**config.mk**
```make
export PLATFORM = sky130hd
export DESIGN_NAME = bcsa_queue
export DESIGN_NICKNAME = d
export VERILOG_FILES = /design/src/design/bcsa_pkg.sv /design/src/design/bcsa_queue.sv
export SDC_FILE = /design/constraint.sdc
export NUM_CORES = 1
export LEC_CHECK = 0
export ABC_AREA = 1
export BUFFER_PORTS_ARGS = -buffer_cell sky130_fd_sc_hd__buf_2
export CAP_MARGIN = 10
export CORE_MARGIN = 2
export CORE_UTILIZATION = 40
export DETAILED_ROUTE_END_ITERATION = 10
export PLACE_DENSITY_LB_ADDON = 0.05
export SLEW_MARGIN = 20
export SYNTH_ARGS = -nofsm -noshare
export SYNTH_HDL_FRONTEND = slang
export SYNTH_SLANG_ARGS = --single-unit
```
**constraint.sdc**
```tcl
create_clock -name aclk -period 2.6 [get_ports aclk]
set_input_delay 0.52 -clock aclk [delete_from_list [all_inputs] [get_ports aclk]]
set_output_delay 0.52 -clock aclk [all_outputs]
set_load 0.05 [all_outputs]
```
**src/design/bcsa_pkg.sv**
```systemverilog
// Shared types and constants for the set-associative block tag store.
// No dependencies; every other design file imports this package.
`timescale 1ns / 1ps

package bcsa_pkg;

    localparam int DEF_NUM_SETS   = 2048;
    localparam int DEF_NUM_WAYS   = 4;
    localparam int DEF_HASH_SHIFT = 13;
    localparam int QUEUE_DEPTH    = 2;

    localparam int ADDR_W  = 32;
    localparam int STAMP_W = 16;
    localparam int RUNS_W  = 16;
    localparam int THR_W   = 16;

    localparam logic [THR_W-1:0] THR_RESET = 16'd16;

    typedef enum logic [1:0] {
        OP_LOOKUP = 2'd0,
        OP_INVAL  = 2'd1,
        OP_FLUSH  = 2'd2,
        OP_NONE   = 2'd3
    } op_t;

    typedef struct packed {
        op_t               op;
        logic [ADDR_W-1:0] addr;
        logic              sor;
    } item_t;

    typedef struct packed {
        logic               valid;
        logic [ADDR_W-1:0]  tag;
        logic [STAMP_W-1:0] stamp;
        logic [RUNS_W-1:0]  runs;
    } way_t;

    typedef struct packed {
        logic clearing;
    } back_status_t;

    typedef enum logic [2:0] {
        ST_INIT,
        ST_IDLE,
        ST_EXEC,
        ST_LINK,
        ST_CLEAR,
        ST_FLUSH_OUT
    } back_state_t;

endpackage

```
**src/design/bcsa_queue.sv**
```systemverilog
// Short register queue between the front and back ends.
// Depends on bcsa_pkg for its default depth.
`timescale 1ns / 1ps

module bcsa_queue
    import bcsa_pkg::*;
#(
    parameter int DATA_W = 8,
    parameter int DEPTH  = QUEUE_DEPTH,
    localparam int PTR_W = (DEPTH > 1) ? $clog2(DEPTH) : 1
) (
    input  logic              aclk,
    input  logic              aresetn,
    input  logic              push,
    input  logic [DATA_W-1:0] push_data,
    input  logic              pop,
    output logic [DATA_W-1:0] head_data,
    output logic              empty,
    output logic              full
);

    logic [DATA_W-1:0] mem_reg [DEPTH];
    logic [PTR_W-1:0]  wr_ptr_reg, rd_ptr_reg;
    logic [PTR_W:0]    count_reg;

    assign empty     = (count_reg == '0);
    assign full      = (count_reg == (PTR_W+1)'(DEPTH));
    assign head_data = mem_reg[rd_ptr_reg];

    function automatic logic [PTR_W-1:0] bump(input logic [PTR_W-1:0] p);
        bump = (p == PTR_W'(DEPTH - 1)) ? '0 : p + 1'b1;
    endfunction

    always_ff @(posedge aclk) begin
        if (!aresetn) begin
            wr_ptr_reg <= '0;
            rd_ptr_reg <= '0;
            count_reg  <= '0;
        end else begin
            if (push && !full) begin
                wr_ptr_reg <= bump(wr_ptr_reg);
            end
            if (pop && !empty) begin
                rd_ptr_reg <= bump(rd_ptr_reg);
            end
            if ((push && !full) && !(pop && !empty)) begin
                count_reg <= count_reg + 1'b1;
            end else if (!(push && !full) && (pop && !empty)) begin
                count_reg <= count_reg - 1'b1;
            end
        end
    end

    always_ff @(posedge aclk) begin
        if (push && !full) begin
            mem_reg[wr_ptr_reg] <= push_data;
        end
    end

endmodule

```
==> impl_results.md <==
* TritonCTS Sinks at 21
* Lkg Pwr at 0.408 nW
* Multi-input gate area at 204 sq um
* Post-CTS repair timing setup buffer count at 0
* Place WS at 951 ps
* GR Util All Layers at 0.116
* Vias in the first global route at 478
* Final WS setup at 647 ps
* Worst hold path type: input pin to flop
* Share of power burned in registers at 0.448
* Most frequent cells in the layout: buf_2 (21), edfxtp_1 (16), nor2_1 (10)
* H-tree depth at 1
* Total gr overflow at 0
* Max Clock Skew at 0.901 ps
* Drt first pass iters at 4
* Hold Buf Count CTS at 0
* Design area at 983 sq um
* Cell variety after synth at 15
* CTS buffer count at 3
* Critical Path Sink Type: output pin
* Clock Pin Slew Worst Setup and Hold Paths at 110 ps
* Placed cell count at 110
* Global-route wire length before repair at 2080 microns
* Clk Latency, worst-skew pair at 290 ps
* Crit Path Max Fanout at 8
* # nets final at 101
* Crit path buf inv count at 1
* Min Tclk post-route at 1950 ps
* Vias per cell at 4.54
* Max clock buf depth at 2
* Reg area at 581 sq um
* Dpl hpwl at 872 microns
* Worst Path Required at 2080 ps
* VDD IR max at 0.507 mV
* Slew margin rel. at 0.510
* I/O pin count at 22
* Initial Util at 0.424
* Share of cells above drive strength 1 at 0.402
* Area growth syn-to-layout at 19.5%
* Final hold slack at 410 ps
* Wire length per cell at 10.6 microns
* Syn Nets at 76
* Crit-path max cell delay at 560 ps
* FILL cells at 186
* Max_cap viols at 0
* Clock power frac at 0.142
* Slew Limit Fails at 0
* Synthesized instance count at 63
* Root Driver: clkbuf_4
* Core footprint at 0.00194 sq mm
* Largest net degree at the start of global routing at 12
* Row cnt at 16
* Crit path max-delay cell type: dfxtp_1
* Int Power at 608 uW
* Vias post-DR at 517
* Antenna viol nets, final at 0
* Final Cycle Share at 0.751
* Max reg flops at 16
* Drt first-iter violations at 10
* P_sw at 437 uW
* Max Clk Rate at 512 MHz
* Worst Setup Start Kind: flop
* Cell Chain, Critical Path: mux2_2 -> buf_2
* Placed cell areas at 957 sq um
* #FFs+latches synth at 21
* Drt drc at 0
* PostCTS Resize Cnt at 0
* Final setup TNS at 0 ps
* Sw Ratio at 0.418
* CTS tree: done
* DIE WIDTH at 49.4 microns
* Final setup fails at 0
* Die area at 0.00244 sq mm
* Pwr Density at 1060 mW/mm^2
* Most common cell after layout, fill and taps aside: buf_2
* Final Hold Fails at 0
* Gp weighted congestion at 0.711
* Register area share after synthesis at 0.705
* Antenna diode count at 0
* Worst setup path class: flop to output pin
* Crit path max-delay family: flip-flops
* Initial antenna violation count at 0
* Final std cells w/o fill at 114
* Worst-Margin Slew at 732 ps
* Combinational cell fraction of total power at 0.410
* Mean Syn Cell Area at 13.1 sq um
* Final WL at 1210 microns
* Yosys Warn Count at 0
* Die Y at 49.4 microns
* Status: completed
* # port buffers at 21
* RSZ-0062 raised after global routing: false
* Crit path DAT at 1430 ps
* Mapped Area at 823 sq um
==> through the flow <==
stage	total power [mW]	utilization
after floorplan	0.821	-
after global placement	0.906	0.493
after detailed placement	0.910	0.493
after CTS	1.06	0.506
after global routing	1.11	0.506
final	1.05	0.506
==> layer usage <==
| metal | GRT usage | vias up | routed length [microns] |
|---|---|---|---|
| met5 | 0 | - | 0 |
| met4 | 0.0571 | 0 | 14 |
| met3 | 0.0307 | 2 | 64 |
| met2 | 0.178 | 12 | 558 |
| met1 | 0.153 | 239 | 570 |
| li1 | - | 264 | - |
==> power by group through the flow <==
stage / registers, mW / clock network, mW / logic (mW)
final: 0.469 / 0.148 / 0.429
after global routing: 0.480 / 0.165 / 0.469
after CTS: 0.470 / 0.154 / 0.433
after detailed placement: 0.478 / 0 / 0.432
after global placement: 0.477 / 0 / 0.429
after floorplan: 0.457 / 0 / 0.364
==> final timing paths <==
kind	start	cells after the start	end	slack, ps
hold reg to reg	wr_ptr_reg	2	wr_ptr_reg	520
setup / recovery	flop	2	head_data[5]	650
hold / removal	push_data[3]	1	mem_reg[1][3]	410
setup reg to reg	count_reg[0]	2	mem_reg[0][5]	1120
==> cell families (layout without fill, tap and decap cells) <==
| group | Yosys count | count (layout) | synth area share |
|---|---|---|---|
| buffers and inverters | 10 | 34 | 0.0471 |
| multiplexers | 8 | 8 | 0.109 |
| AO/OA/AOI/OAI | 4 | 4 | 0.0289 |
| adder cells (fa/ha/maj) | 1 | 1 | 0.0152 |
| AND/OR/NAND/NOR | 19 | 19 | 0.0942 |
| flip-flops | 21 | 21 | 0.705 |
==> synthesized netlist by cell type <==
master / instances / area, sq um
nand2_1: 6 / 22.5
nor2_2: 1 / 6.26
dfxtp_1: 5 / 100
mux2_2: 8 / 90.1
buf_2: 1 / 5.00
a21oi_1: 1 / 5.00
inv_2: 1 / 3.75
nand4_1: 1 / 6.26
edfxtp_1: 16 / 480
inv_1: 8 / 30.0
nand3_1: 1 / 5.00
ha_1: 1 / 12.5
nor2_1: 10 / 37.5
o21ai_2: 1 / 8.76
o21ai_0: 2 / 10.0
==> cell type report <==
type	count	share of cell area
Multi-Input combinational cell	32	0.207
Clock buffer	4	0.0267
Timing Repair Buffer	21	0.107
Tap cell	27	0.0344
Inverter	9	0.0344
Sequential cell	21	0.590
No activity file was read; power rests on OpenSTA's default activity.
