$ cat src/design/bcsa_pkg.sv
// Shared types and constants for the set-associative block tag store.
// No dependencies; every other design file imports this package.
`timescale 1ns / 1ps

package bcsa_pkg;

    localparam int DEF_NUM_SETS   = 2048;
    localparam int DEF_NUM_WAYS   = 4;
    localparam int DEF_HASH_SHIFT = 13;
    localparam int QUEUE_DEPTH    = 2;

    localparam int ADDR_W  = 32;
    localparam int STAMP_W = 16;
    localparam int RUNS_W  = 16;
    localparam int THR_W   = 16;

    localparam logic [THR_W-1:0] THR_RESET = 16'd16;

    typedef enum logic [1:0] {
        OP_LOOKUP = 2'd0,
        OP_INVAL  = 2'd1,
        OP_FLUSH  = 2'd2,
        OP_NONE   = 2'd3
    } op_t;

    typedef struct packed {
        op_t               op;
        logic [ADDR_W-1:0] addr;
        logic              sor;
    } item_t;

    typedef struct packed {
        logic               valid;
        logic [ADDR_W-1:0]  tag;
        logic [STAMP_W-1:0] stamp;
        logic [RUNS_W-1:0]  runs;
    } way_t;

    typedef struct packed {
        logic clearing;
    } back_status_t;

    typedef enum logic [2:0] {
        ST_INIT,
        ST_IDLE,
        ST_EXEC,
        ST_LINK,
        ST_CLEAR,
        ST_FLUSH_OUT
    } back_state_t;

endpackage

$ cat src/design/bcsa_front.sv
// Front end: accepts input transfers, decodes the operation and hashes the set.
// Depends on bcsa_pkg; pushes classified work into bcsa_queue.
`timescale 1ns / 1ps

module bcsa_front
    import bcsa_pkg::*;
#(
    parameter int NUM_SETS   = DEF_NUM_SETS,
    parameter int HASH_SHIFT = DEF_HASH_SHIFT,
    localparam int SET_W     = $clog2(NUM_SETS)
) (
    input  logic               s_tvalid,
    output logic               s_tready,
    input  logic [ADDR_W-1:0]  s_tdata,   // block_address
    input  logic [2:0]         s_tuser,   // op[1:0], start_of_run[2]
    input  logic               queue_full,
    input  back_status_t       status,
    output logic               push,
    output item_t              push_item,
    output logic [SET_W-1:0]   push_set
);

    assign s_tready       = !queue_full && !status.clearing;
    assign push           = s_tvalid && s_tready;
    assign push_item.op   = op_t'(s_tuser[1:0]);
    assign push_item.addr = s_tdata;
    assign push_item.sor  = s_tuser[2];
    // The set count is a power of two, so the modulo is a truncation.
    assign push_set = SET_W'((s_tdata >> 1) ^ (s_tdata >> HASH_SHIFT));

endmodule

$ cat config.mk
export PLATFORM = sky130hd
export DESIGN_NAME = bcsa_front
export DESIGN_NICKNAME = d
export VERILOG_FILES = /design/src/design/bcsa_pkg.sv /design/src/design/bcsa_front.sv
export SDC_FILE = /design/constraint.sdc
export NUM_CORES = 1
export LEC_CHECK = 0
export BUFFER_PORTS_ARGS = -buffer_cell sky130_fd_sc_hd__buf_2
export CAP_MARGIN = 20
export CORE_MARGIN = 1
export CORE_UTILIZATION = 26
export DETAILED_ROUTE_END_ITERATION = 10
export MAX_ROUTING_LAYER = met4
export PLACE_DENSITY = 0.9
export RECOVER_POWER = 50
export SLEW_MARGIN = 40
export SYNTH_ARGS = -nofsm -noshare
export SYNTH_HDL_FRONTEND = slang
export SYNTH_SLANG_ARGS = --single-unit
$ cat constraint.sdc
create_clock -name vclk -period 0.8
set_input_delay 0.2 -clock vclk [all_inputs]
set_output_delay 0.2 -clock vclk [all_outputs]
set_load 0.005 [all_outputs]
==> results by group, run 1 <==
STA
  • Fin crit share: 98.58%
  • Max Fclk: between 1000 and 1500 MHz
  • Rel. slew slack: 91.69%
  • Least-Margin Pin Slew: 0.1242 ns
  • Final setup fails: 0
  • Slew Viols, Final: 0
  • Unrepaired setup endpoints after global routing: true
  • Tmin final: around 0.79 ns
  • Min Hold Slack: 0.4000 ns
  • Fin. Hold Viols: 0
  • Final WS setup: 0.01137 ns

Drt
  • Wire per inst: just over 10 um
  • Routed length on met2: around 450 um
  • DRT met1 WL: 231 um
  • Vias per inst: 4.011
  • Top sig layer: met4
  • Routed wl met3: 166 um
  • DR vias: 353
  • Pre-antenna DRT Iters: 1
  • Starting DRC count in detailed routing: 0
  • Routed Antenna Nets: 0
  • DR DRC count: 0
  • Routed WL: about 900 um

Final layout
  • Most frequent cells in the layout: buf_2, xor2_1, buf_6
  • Antenna Cells: 0
  • Commonest non-fill, non-tap cell in the layout: buf_2
  • # clk buffers: 0
  • Core Util, Final: 37.42%
  • Share of cells above drive strength 1: 78.08%
  • Final net count: roughly 110
  • Number of fill cells: 162
  • Area occupied by registers: 0 um^2
  • Area of the multi-input gates: 120.1 um^2
  • Final Instance Count excl. Fillers: just under 90
  • Seq Cell Count: 0
  • P&R area growth vs syn: 31.33%

Global routing
  • GR Overflow Total: 0
  • GRT Total Usage: 6.958%
  • Initial antenna violation count: 0
  • Largest net degree at the start of global routing: 3
  • First-pass GRT wire length: 779 um
  • Vias in the first global route: 209

Clock network
  • # Post-CTS Setup Buffers: 0

Yosys
  • Mapped Cells: 48
  • Netlist cell types: 4
  • Syn_nets: 86
  • Avg Cell Area, Syn: 7.820 um^2
  • Seq/Total Area, Yosys: 0%
  • YS warnings: 0
  • Syn Std Cell Area: 375.4 um^2

Die
  • Die ar.: 1600 um^2
  • Initial Utilization: 28.49%
  • Die X: 40.00 um
  • Core area: 1318 um^2
  • Die height: 40.00 um
  • Row count: 13
  • IO Count: 86

Placed design
  • IO Port Bufs: 60
  • Post-DP HPWL: 804.6 um
  • GP Congestion: about 0.59
  • Setup WS pre-CTS: -0.01828 ns
  • Cell count after placement: about 90

Outcome
  • Status: finished, final reports clean

Worst hold path
  • Cells on Worst Hold Path: 0
  • Hold Path Class: in -> out
  • Worst Min Path Start: s_tdata[30]
  • Hold path endpoint: push_item[31]

Power and ir drop
  • VDD IR-drop max: about 0.14 mV
  • Power per Cell Area: 567.1 nW/um^2
  • Pleak: roughly 0.3 nW

Critical path
  • Worst-path maximum fanout: 2
  • Worst path slowest cell: nor3b_2
  • Crit path launch type: primary input
  • CP max stage delay: 0.16 ns
  • Critical path endpoint category: primary output
  • Setup CP Type: in -> out
  • Required @ worst endpoint: 0.60 ns
  • Crit-path cells: buf_6, nor3b_2, buf_2
  • Data arrival time of the worst path: around 0.59 ns

Run
  • Max-capacitance violation count: 0
[how the worst max path moves through the flow]
stage            from    to  slack [ns]  cells past startpoint
3_5_place_dp   status  push       -0.02                      3
2_1_floorplan  status  push        0.23                      1
4_1_cts        status  push      0.0005                      3
6_report       status  push        0.01                      3
5_1_grt        status  push       -0.03                      3
3_3_place_gp   status  push        0.02                      3
[power by group]
part	total (mW)	internal, mW	switching (mW)
Clock	0	0	0
Sequential	0	0	0
Combinational	0.280	0.171	0.108
[layout make-up]
type               instances  share of cell area (%)
well taps                 15                   3.807
repair buffers            60                   71.83
multi-input cells         13                   24.37
[worst max-delay path: cells and delay by family]
kind                   cells  cell delay [ns]
buffers and inverters      2             0.22
AND/OR/NAND/NOR            1             0.16
[metal layers]
metal  GRT usage [%]  vias to the layer above
li1                -                      160
met1           5.263                      138
met2           13.31                       47
met3           1.667                        8
met4           6.034                        0
met5               -                        -
[what timing repair did]
item,in CTS,in global routing
endpoints found under the hold margin,0,0
hold buffers,0,0
resized for setup,1,10
endpoints found under the setup margin,1,5
pin swaps,1,5
[metrics by stage]
step | power [mW] | TNS, ns | instance area, um^2
floorplan | 0.1918 | 0 | 375.4
global route | 0.3118 | -0.02509 | 493.0
global placement | 0.2472 | 0 | 431.7
CTS | 0.2568 | 0 | 437.9
finish | 0.2795 | 0 | 493.0
detailed placement | 0.2533 | -0.01828 | 431.7
[synth_stat cells]
cell,instances,area share [%]
nor3b_2,1,3.3
xor2_1,11,26
buf_4,35,70
nor2_1,1,1.0
[logic make-up after synthesis]
logic type / synth area share [%]
buffers and inverters: 70.00
and+or+nand+nor: 4.332
xor gates and xnor gates: 25.67
Note: power is estimated with default switching activity, not from simulation.
==> run 2: changes to the inputs <==
--- a/config.mk
+++ b/config.mk
@@ -7,12 +7,12 @@
 export LEC_CHECK = 0
 export BUFFER_PORTS_ARGS = -buffer_cell sky130_fd_sc_hd__buf_2
 export CAP_MARGIN = 20
-export CORE_MARGIN = 1
 export CORE_UTILIZATION = 26
 export DETAILED_ROUTE_END_ITERATION = 10
 export MAX_ROUTING_LAYER = met4
 export PLACE_DENSITY = 0.9
 export RECOVER_POWER = 50
+export SETUP_SLACK_MARGIN = 0.05
 export SLEW_MARGIN = 40
 export SYNTH_ARGS = -nofsm -noshare
 export SYNTH_HDL_FRONTEND = slang
==> run 2 against run 1 <==
Against the previous run:
- the flow now finishes with violations (negative setup slack)
- non-clock buffer count is the same
- cell count is the same
- combinational power grew 5%
- wire length grew 4.2%
- first-iteration DRC count is the same
- highest routed layer unchanged
- utilization grew 2.5 points
- global-route usage grew 0.94 points
- power grew 5.4%
==> results by group, run 2 (synthesis gave the netlist of run 1 again) <==
Final layout
  • Area occupied by registers: 0 um^2
  • Final net count: 113
  • P&R area growth vs syn: 40.00%
  • # clk buffers: 0
  • Commonest non-fill, non-tap cell in the layout: buf_2
  • Antenna Cells: 0
  • Seq Cell Count: 0
  • Share of cells above drive strength 1: 72.60%
  • Design area: 525.5 um^2
  • Core Util, Final: 39.89%
  • Most frequent cells in the layout: buf_2, buf_6, xor2_1

STA
  • Rel. slew slack: 91.65%
  • Final setup fails: 1
  • Tmin final: 0.8007 ns
  • Slew Viols, Final: 0
  • Final WS setup: -0.0006993 ns
  • Max Fclk: 1249 MHz
  • Least-Margin Pin Slew: approximately 0.12 ns
  • Fin. Hold Viols: 0
  • Unrepaired setup endpoints after global routing: true
  • Fin crit share: 100.1%

Critical path
  • Setup CP Type: in -> out
  • Crit path launch: s_tdata[14]
  • Required @ worst endpoint: 0.60 ns
  • Critical path endpoint category: primary output
  • Worst-path maximum fanout: 2
  • Data arrival time of the worst path: approximately 0.60 ns
  • Crit path launch type: primary input

Power and ir drop
  • Flop pwr share: 0%
  • Logic pwr share: 100.0%
  • Net Sw Frac: 36.87%
  • VDD IR-drop max: roughly 0.18 mV
  • Pleak: 0.2999 nW
  • Clock power frac: 0%
  • P_sw: 0.1087 mW
  • Internal power: 0.1861 mW
  • Power per Cell Area: 560.9 nW/um^2

Placed design
  • GP Congestion: ~0.59
  • IO Port Bufs: 60
  • Total placed instance area: between 400 and 500 um^2
  • Post-DP HPWL: between 800 and 900 um

Drt
  • Starting DRC count in detailed routing: 0
  • Pre-antenna DRT Iters: 1
  • Routed Antenna Nets: 0
  • Routed WL: 938 um
  • DR vias: 353
  • DR DRC count: 0
  • Wire per inst: 10.66 um
  • Vias per inst: roughly 4.0

Die
  • Initial Utilization: 28.49%
  • Row count: 13
  • Die height: around 40 um
  • IO Count: 86
  • Die ar.: 1600 um^2
  • Core area: 1318 um^2
  • Die X: 40.00 um

Global routing
  • GR Overflow Total: 0
  • First-pass GRT wire length: roughly 900 um
  • Initial antenna violation count: 0
  • Vias in the first global route: 234
  • GRT Total Usage: under 10%
  • Largest net degree at the start of global routing: 3

Run
  • Max-capacitance violation count: 0

Worst hold path
  • Worst Min Path Start: s_tdata[30]
  • Hold Path Class: in -> out

Outcome
  • Failing checks: negative setup slack
  • Status: complete, but fails checks

Clock network
  • # Post-CTS Setup Buffers: 0
  • Hold bufs inserted after CTS: 0
run 2: cell types whose count changed in the layout (fill, tap and decap cells not counted), sizes merged:
cell	previous run	this run
clkbuf	5	9
buf	55	51
run 2: final timing paths:
kind | endpoint | slack [ns] | depth (start not counted)
max | push_set[1] | -0.0007 | 3
min | push_item[31] | 0.40 | 0
run 2: critical path, cell delays in order:
cell	delay (ns)
clkbuf_1	0.12
xor2_1	0.15
buf_2	0.13
run 2: what timing repair did:
| item | in CTS | in global routing |
|---|---|---|
| pin swaps | 9 | 7 |
| setup endpoints to repair | 12 | 12 |
| resized for setup | 22 | 4 |
run 2: layer usage:
metal | share of wire (%) | track usage [%] | vias to the layer above | wire length (um)
li1 | - | - | 160 | -
met1 | 24 | 5.263 | 138 | 227
met2 | 53 | 16.13 | 47 | 499
met3 | 17 | 2.222 | 8 | 162
met4 | 5.1 | 6.034 | 0 | 48
met5 | 0 | - | - | 0
run 2: layout make-up:
class | count | area, um^2
well taps | 15 | 18.77
fillers | 157 | 792.0
multi-input cells | 13 | 120.1
repair buffers | 60 | 386.6
run 2: metrics by stage:
step | setup TNS, ns | power (mW) | worst slack [ns] | hold slack (ns) | instances
after detailed placement | -0.01828 | 0.2533 | -0.01828 | 0.4000 | 88
after global routing | -0.06223 | 0.3257 | -0.02509 | 0.4000 | 88
final | -0.0006993 | 0.2947 | -0.0006993 | 0.4000 | 88
after CTS | 0 | 0.3196 | 0.002056 | 0.4000 | 88
after global placement | 0 | 0.2472 | 0.01574 | 0.4000 | 88
after floorplan | 0 | 0.1918 | 0.2289 | 0.4232 | 48
run 2: power groups by stage:
| stage | clock network, mW | registers (mW) | logic (mW) |
|---|---|---|---|
| floorplan | 0 | 0 | 0.192 |
| global placement | 0 | 0 | 0.247 |
| detailed placement | 0 | 0 | 0.253 |
| CTS | 0 | 0 | 0.320 |
| global route | 0 | 0 | 0.326 |
| finish | 0 | 0 | 0.295 |
==> run 3: changes to the inputs <==
--- a/config.mk
+++ b/config.mk
@@ -10,7 +10,7 @@
 export CORE_UTILIZATION = 26
 export DETAILED_ROUTE_END_ITERATION = 10
 export MAX_ROUTING_LAYER = met4
-export PLACE_DENSITY = 0.9
+export PLACE_DENSITY = 0.95
 export RECOVER_POWER = 50
 export SETUP_SLACK_MARGIN = 0.05
 export SLEW_MARGIN = 40
==> run 3 against run 2 <==
Against the previous run:
- the flow now finishes without violations
- final area down 0.95%
- combinational power down 1%
- via count up 2.3%
- worst hold slack about the same
- non-clock buffer count unchanged
- first-iteration DRC count unchanged
- worst setup slack better by 0.017 ns
- sequential share of layout area unchanged
- critical path type unchanged
- critical endpoint is now push
- largest power group unchanged
==> results by group, run 3 (synthesis gave the netlist of run 1 again) <==
Outcome
  • Status: finished, final reports clean

Placed design
  • Total placed instance area: 431.7 um^2
  • IO Port Bufs: 60
  • Cell count after placement: a little under 90
  • Setup WS pre-CTS: -0.01182 ns
  • GP Congestion: 0.5661
  • Post-DP HPWL: 781.1 um

Run
  • Max-capacitance violation count: 0

STA
  • Slew Viols, Final: 0
  • Fin crit share: 97.92%
  • Max Fclk: 1276 MHz
  • Least-Margin Pin Slew: 0.1199 ns
  • Min Hold Slack: 0.4000 ns
  • Rel. slew slack: 91.97%
  • Final WS setup: 0.01660 ns
  • Setup TNS: 0 ns
  • Fin. Hold Viols: 0
  • Unrepaired setup endpoints after global routing: true
  • Final setup fails: 0
  • Tmin final: ~0.8 ns

Critical path
  • Worst path slowest cell: nor3b_2
  • Crit path launch type: primary input
  • CP max stage delay: 0.16 ns
  • CP bufs+invs: 2
  • Required @ worst endpoint: 0.60 ns
  • Worst-path maximum fanout: 2
  • Data arrival time of the worst path: roughly 0.58 ns
  • Family with the most delay on the worst path: buffers and inverters
  • Setup CP Type: in -> out
  • Crit-path cells: buf_6, nor3b_2, buf_2
  • Critical path endpoint category: primary output

Global routing
  • Largest net degree at the start of global routing: 3
  • Vias in the first global route: 260
  • First-pass GRT wire length: 938 um
  • GR Overflow Total: 0
  • GRT Total Usage: 8.373%
  • Initial antenna violation count: 0

Final layout
  • Area occupied by registers: 0 um^2
  • Design area: 520.5 um^2
  • Seq Cell Count: 0
  • # clk buffers: 0
  • P&R area growth vs syn: 38.67%
  • Final net count: 113
  • Share of cells above drive strength 1: 71.23%
  • Final Instance Count excl. Fillers: 88
  • Commonest non-fill, non-tap cell in the layout: buf_2
  • Most frequent cells in the layout: buf_2, buf_6, xor2_1
  • Core Util, Final: 39.51%
  • Antenna Cells: 0

Drt
  • Routed Antenna Nets: 0
  • DR vias: 361
  • Routed WL: roughly 900 um
  • Pre-antenna DRT Iters: 1
  • Vias per inst: 4.102
  • DR DRC count: 0
  • Wire per inst: 9.966 um
  • Starting DRC count in detailed routing: 0

Power and ir drop
  • VDD IR-drop max: roughly 0.15 mV
  • Pwr Total: 0.2914 mW
  • Net Sw Frac: approximately 36%
  • Pleak: 0.2993 nW
  • Flop pwr share: 0%
  • Logic pwr share: 100.0%
  • P_sw: 0.1059 mW
  • Internal power: 0.1854 mW
  • Clock power frac: 0%
  • Power per Cell Area: 559.8 nW/um^2

Die
  • IO Count: 86
  • Die X: 40.00 um
  • Row count: 13
  • Initial Utilization: 28.49%
  • Die ar.: 1600 um^2
  • Die height: 40.00 um
  • Core area: 1318 um^2

Clock network
  • # Post-CTS Setup Buffers: 0

Worst hold path
  • Hold Path Class: in -> out
==> run 3: final timing paths <==
path,to,start,cells past startpoint
setup / recovery,push,status,3
hold / removal,push_item[27],s_tdata[26],0
==> run 3: routing by layer <==
| layer | vias up | part of all wire [%] | global-route usage [%] |
|---|---|---|---|
| met5 | - | 0 | - |
| met4 | 0 | 4.9 | 4.310 |
| met3 | 10 | 23 | 2.778 |
| met2 | 45 | 51 | 16.94 |
| met1 | 144 | 22 | 6.250 |
| li1 | 162 | - | - |
==> run 3: area by class of cell <==
cell class | instances | area, um^2
multi-input cells | 13 | 112.6
repair buffers | 60 | 389.1
fillers | 148 | 797.0
well taps | 15 | 18.77
==> run 3: what timing repair did <==
action                                  4_1_cts  5_1_grt
pin swaps                                    10        8
hold buffers                                  0        0
endpoints found under the setup margin       12       12
resized for setup                            23        1
==> run 3: power groups by stage <==
| stage | combinational [mW] | clock (mW) | sequential (mW) |
|---|---|---|---|
| 2_1_floorplan | 0.192 | 0 | 0 |
| 3_3_place_gp | 0.248 | 0 | 0 |
| 3_5_place_dp | 0.252 | 0 | 0 |
| 4_1_cts | 0.321 | 0 | 0 |
| 5_1_grt | 0.326 | 0 | 0 |
| 6_report | 0.291 | 0 | 0 |
